`src/dhlt_pkg.sv`:
```
// Shared constants, CORDIC arctangent table and rounding helpers for the DH link transform.
package dhlt_pkg;

   // CORDIC datapath width: Q2.30 values with headroom for gain overshoot.
   localparam int CW = 34;

   localparam logic signed [CW-1:0] ANG_HALF_PI = 34'sd1686629713;
   localparam logic signed [CW-1:0] ANG_PI      = 34'sd3373259426;
   localparam logic signed [CW-1:0] CORDIC_GAIN = 34'sd652032874;
   localparam logic signed [CW-1:0] Q14_POS     = 34'sd16384;
   localparam logic signed [CW-1:0] Q14_NEG     = -34'sd16384;
   localparam logic signed [CW-1:0] RND_Q30_Q14 = 34'sd32768;

   // Arctangent of 2^-idx in Q2.30 radians.
   function automatic logic signed [CW-1:0] atan_entry(input logic [4:0] idx);
      logic signed [CW-1:0] val;
      unique case (idx)
         5'd0:  val = 34'sh3243F6A8;
         5'd1:  val = 34'sh1DAC6705;
         5'd2:  val = 34'sh0FADBAFC;
         5'd3:  val = 34'sh07F56EA6;
         5'd4:  val = 34'sh03FEAB76;
         5'd5:  val = 34'sh01FFD55B;
         5'd6:  val = 34'sh00FFFAAA;
         5'd7:  val = 34'sh007FFF55;
         5'd8:  val = 34'sh003FFFEA;
         5'd9:  val = 34'sh001FFFFD;
         5'd10: val = 34'sh000FFFFF;
         5'd11: val = 34'sh0007FFFF;
         5'd12: val = 34'sh0003FFFF;
         5'd13: val = 34'sh0001FFFF;
         5'd14: val = 34'sh0000FFFF;
         5'd15: val = 34'sh00007FFF;
         5'd16: val = 34'sh00003FFF;
         5'd17: val = 34'sh00001FFF;
         5'd18: val = 34'sh00000FFF;
         5'd19: val = 34'sh000007FF;
         5'd20: val = 34'sh000003FF;
         5'd21: val = 34'sh000001FF;
         5'd22: val = 34'sh000000FF;
         5'd23: val = 34'sh0000007F;
         5'd24: val = 34'sh0000003F;
         5'd25: val = 34'sh0000001F;
         5'd26: val = 34'sh0000000F;
         5'd27: val = 34'sh00000007;
         5'd28: val = 34'sh00000003;
         5'd29: val = 34'sh00000001;
         5'd30: val = 34'sh00000000;
         5'd31: val = 34'sh00000000;
      endcase
      return val;
   endfunction

   // Product of two Q1.14 values back to Q1.14, rounded half up.
   function automatic logic signed [15:0] mul14_round(input logic signed [31:0] prod);
      logic signed [31:0] sum;
      sum = (prod + 32'sd8192) >>> 14;
      return sum[15:0];
   endfunction

endpackage

```
`src/dhlt_cordic.sv`:
```
// Pipelined rotation-mode CORDIC giving sine and cosine of a Q3.13 angle in Q1.14.
module dhlt_cordic #(
   parameter int STAGES = 16
) (
   input  logic               clock,
   input  logic               en,
   input  logic signed [15:0] angle,
   output logic signed [15:0] sin_out,
   output logic signed [15:0] cos_out
);
   import dhlt_pkg::*;

   logic signed [CW-1:0] x_ff [0:STAGES];
   logic signed [CW-1:0] y_ff [0:STAGES];
   logic signed [CW-1:0] z_ff [0:STAGES];
   logic                 neg_ff [0:STAGES];

   logic signed [CW-1:0] z_raw;
   logic signed [CW-1:0] z_in;
   logic                 neg_in;

   // Widen to Q2.30 and fold by pi into the convergence range.
   always_comb begin
      z_raw = {angle[15], angle, 17'b0};
      priority if (z_raw > ANG_HALF_PI) begin
         z_in   = z_raw - ANG_PI;
         neg_in = 1'b1;
      end else if (z_raw < -ANG_HALF_PI) begin
         z_in   = z_raw + ANG_PI;
         neg_in = 1'b1;
      end else begin
         z_in   = z_raw;
         neg_in = 1'b0;
      end
   end

   always_ff @(posedge clock) begin
      if (en) begin
         x_ff[0]   <= CORDIC_GAIN;
         y_ff[0]   <= '0;
         z_ff[0]   <= z_in;
         neg_ff[0] <= neg_in;
      end
   end

   for (genvar i = 0; i < STAGES; i++) begin : g_iter
      logic signed [CW-1:0] dx;
      logic signed [CW-1:0] dy;
      logic signed [CW-1:0] at;
      assign dx = y_ff[i] >>> i;
      assign dy = x_ff[i] >>> i;
      assign at = atan_entry(5'(i));

      always_ff @(posedge clock) begin
         if (en) begin
            if (!z_ff[i][CW-1]) begin
               x_ff[i+1] <= x_ff[i] - dx;
               y_ff[i+1] <= y_ff[i] + dy;
               z_ff[i+1] <= z_ff[i] - at;
            end else begin
               x_ff[i+1] <= x_ff[i] + dx;
               y_ff[i+1] <= y_ff[i] - dy;
               z_ff[i+1] <= z_ff[i] + at;
            end
            neg_ff[i+1] <= neg_ff[i];
         end
      end
   end

   logic signed [CW-1:0] xr, yr, xc, yc;
   logic signed [15:0]   cos_in, sin_in;
   logic signed [15:0]   cos_ff, sin_ff;

   // Round Q2.30 to Q1.14, clamp to plus or minus one, then undo the fold.
   always_comb begin
      xr = (x_ff[STAGES] + RND_Q30_Q14) >>> 16;
      yr = (y_ff[STAGES] + RND_Q30_Q14) >>> 16;
      xc = (xr > Q14_POS) ? Q14_POS : ((xr < Q14_NEG) ? Q14_NEG : xr);
      yc = (yr > Q14_POS) ? Q14_POS : ((yr < Q14_NEG) ? Q14_NEG : yr);
      cos_in = neg_ff[STAGES] ? -xc[15:0] : xc[15:0];
      sin_in = neg_ff[STAGES] ? -yc[15:0] : yc[15:0];
   end

   always_ff @(posedge clock) begin
      if (en) begin
         cos_ff <= cos_in;
         sin_ff <= sin_in;
      end
   end

   assign cos_out = cos_ff;
   assign sin_out = sin_ff;

endmodule

```
`config.mk`:
```
export PLATFORM = sky130hd
export DESIGN_NAME = dhlt_cordic
export DESIGN_NICKNAME = d
export VERILOG_FILES = /design/src/dhlt_pkg.sv /design/src/dhlt_cordic.sv
export SDC_FILE = /design/constraint.sdc
export NUM_CORES = 2
export LEC_CHECK = 0
export ABC_AREA = 0
export BUFFER_PORTS_ARGS = -buffer_cell sky130_fd_sc_hd__buf_4
export CAP_MARGIN = 0
export CORE_MARGIN = 2
export CORE_UTILIZATION = 30
export CTS_BUF_LIST = sky130_fd_sc_hd__clkbuf_4 sky130_fd_sc_hd__clkbuf_8 sky130_fd_sc_hd__clkbuf_16
export CTS_CLUSTER_DIAMETER = 30
export DETAILED_ROUTE_END_ITERATION = 7
export GPL_TIMING_DRIVEN = 0
export SYNTH_ARGS = -nofsm -noshare
export SYNTH_HDL_FRONTEND = slang
export SYNTH_SLANG_ARGS = --single-unit
```
`constraint.sdc`:
```
create_clock -name clock -period 6.75 [get_ports clock]
set_input_delay 0.3375 -clock clock [delete_from_list [all_inputs] [get_ports clock]]
set_output_delay 0.3375 -clock clock [all_outputs]
set_load 0.02 [all_outputs]
```
==> results.json <==
{
  "relSlewSlack": 0.113,
  "syn_area_per_cell_um2": 9.62,
  "cts.sinks": 1494,
  "synth_nets": 14573,
  "cp-start-kind": "flop",
  "final_nets": 15003,
  "crit_arrival_ps": 7020,
  "io_pins": 50,
  "syn_to_final_growth_pct": 15.8,
  "drt-total-wl_um": 315000,
  "numCtsBuffers": 341,
  "grt_max_degree": 72,
  "wire_per_inst_um": 16.3,
  "initial_core_util": 0.302,
  "ys_warn_count": 0,
  "die_h_um": 652,
  "critPathCaptureType": "flop",
  "drt_iter0_drc": 5879,
  "timing.final.hold_violations": 0,
  "ys_types": 91,
  "first_global_vias": 95160,
  "required_ps": 7400,
  "place_congestion": 0.911,
  "synth_cells": 13085,
  "synth_most_common_cell": "edfxtp_1",
  "synthTopCellsByCount": "edfxtp_1 (1494), ha_1 (1428), xnor2_1 (1279), a21oi_1 (1260), nor2_1 (996)",
  "hp-class": "in -> reg",
  "grt_antenna_before_repair": 3,
  "cts_tree": "yes",
  "ys_ff_latch": 1494,
  "setup_viol": 0,
  "htree_levels": 5,
  "die_area_mm2": 0.425,
  "rsz0062_at_grt": "no",
  "max_freq_mhz": 157,
  "critPathKind": "reg -> reg",
  "finClkSkew_ps": 117,
  "async_reset_ff_frac": 0,
  "clk_pin_slew_ps": 50,
  "yosys.area.top_type": "edfxtp_1",
  "die_width_um": 652,
  "port-buffer-count": 44,
  "grt_pass1_wl_um": 505000,
  "synth_edf_count": 1494,
  "core_mm2": 0.417,
  "syn_area_mm2": 0.126,
  "whs_ps": 187,
  "period_share": 0.944,
  "hpwl_um": 253000,
  "root_buffer": "clkbuf_16",
  "fin_crit_ps": 6370,
  "grt_overflow": 0,
  "vias": 97866,
  "clock_latency_ps": 940,
  "grt_usage": 0.144,
  "netlist.area_leader.share": 0.356,
  "crit_fanout": 24,
  "synth_area_leaders": "edfxtp_1 (36%), ha_1 (14%), xnor2_1 (8.9%)",
  "cts_buffer_depth": 4,
  "yosysSeqAreaShare": 0.356,
  "firstDrtPassIters": 5,
  "worst-slew-pin-transition_ps": 1330,
  "status": "complete, no violations",
  "drive_above_1_share": 0.0627,
  "detail-route-antenna-nets": 0,
  "synthFlopType": "edfxtp_1",
  "avgViaCountPerCell": 5.07,
  "drc": 0,
  "drv_cap": 0,
  "final_max_slew_viol_count": 0,
  "core.rowCount": 237
}
[cell usage in the layout (no fill, tap or decap), types with 181 or more instances in the layout]
| master | n |
|---|---|
| nand2b_1 | 254 |
| nor2b_1 | 181 |
| nand2_1 | 766 |
| nor2_1 | 996 |
| nand3_1 | 223 |
| nor3_1 | 334 |
| xnor2_1 | 1279 |
| edfxtp_1 | 1494 |
| inv_1 | 536 |
| xor2_1 | 622 |
| o21a_1 | 247 |
| ha_1 | 1428 |
| clkbuf_16 | 343 |
| a21oi_1 | 1260 |
| a21o_1 | 593 |
| o21ai_0 | 745 |
[worst max-delay path, cell delays in order, from the launching register on]
cell and delay [ps]:
edfxtp_1 510, nand2_1 350, clkbuf_1 630, buf_2 720
nand2_1 140, xor2_1 200, ha_1 370, nand3_1 120
a2111oi_0 780, nor4_1 220, o21ai_0 600, a21oi_1 270
nor4b_1 230, o31ai_1 520, a221o_1 250, a21oi_1 70
xnor2_1 140
[metrics by stage]
step | setup TNS, ps | setup slack, ps | cell area, um2 | util | instances
floorplan | 0 | 1830 | 126000 | - | 13085
global placement | -4438570 | -3630 | 133000 | 0.319 | 18626
detailed placement | -91140 | -1220 | 134000 | 0.320 | 18646
CTS | 0 | 218 | 146000 | 0.349 | 19290
global route | 0 | 55.2 | 146000 | 0.349 | 19289
finish | 0 | 376 | 146000 | 0.349 | 19290
[kinds of logic (layout without fill, tap and decap cells)]
family                   after synthesis  after routing  share of synthesized area
flip-flops                          1494           1494                      0.356
AO/OA/AOI/OAI                       3965           3965                      0.200
adder cells (fa/ha/maj)             1470           1470                      0.149
XOR/XNOR                            1901           1901                      0.132
multiplexers                         100            100                    0.00835
other                                  0              1                          0
buffers and inverters                755           1462                     0.0226
AND/OR/NAND/NOR                     3400           3400                      0.131
[routing by layer]
layer,share of wire,up-vias,track usage
met4,0.039,2,0.0576
li1,-,49652,-
met3,0.038,628,0.0174
met5,0.000057,-,0
met2,0.48,1912,0.255
met1,0.44,45672,0.177
[final timing paths]
| check | cells past startpoint | from | slack, ps | to |
|---|---|---|---|---|
| min | 2 | en | 190 | neg_ff[0][12] |
| max | 16 | z_ff[6][33] | 380 | y_ff[7][32] |
| min reg2reg | 0 | neg_ff[0][3] | 400 | neg_ff[0][4] |
| max reg2reg | 16 | z_ff[6][33] | 380 | y_ff[7][32] |
[sequential cells by signal, summed over array words and instances, names as in the netlist]
signal,flops
neg_ff,16
x_ff,469
cos_out,16
z_ff,481
sin_out,16
y_ff,496
[timing repair]
item	CTS	global route
endpoints found under the setup margin	7	8
hold buffers	24	0
setup buffers	0	0
endpoints found under the hold margin	43	0
gates resized for setup	2	3
[cell type report]
class	instances	area, um2
Clock buffer	375	8820
Tap cell	5497	6880
Fill cell	41834	271000
Multi-Input combinational cell	10836	78100
Sequential cell	1494	44900
Timing Repair Buffer	88	1080
Buffer	207	890
Inverter	547	2050
Clock inverter	245	3020
Antenna cell	1	2.50
Power is not shown: default switching activity piles up to over one toggle a cycle in this logic, so the estimate is an artifact.
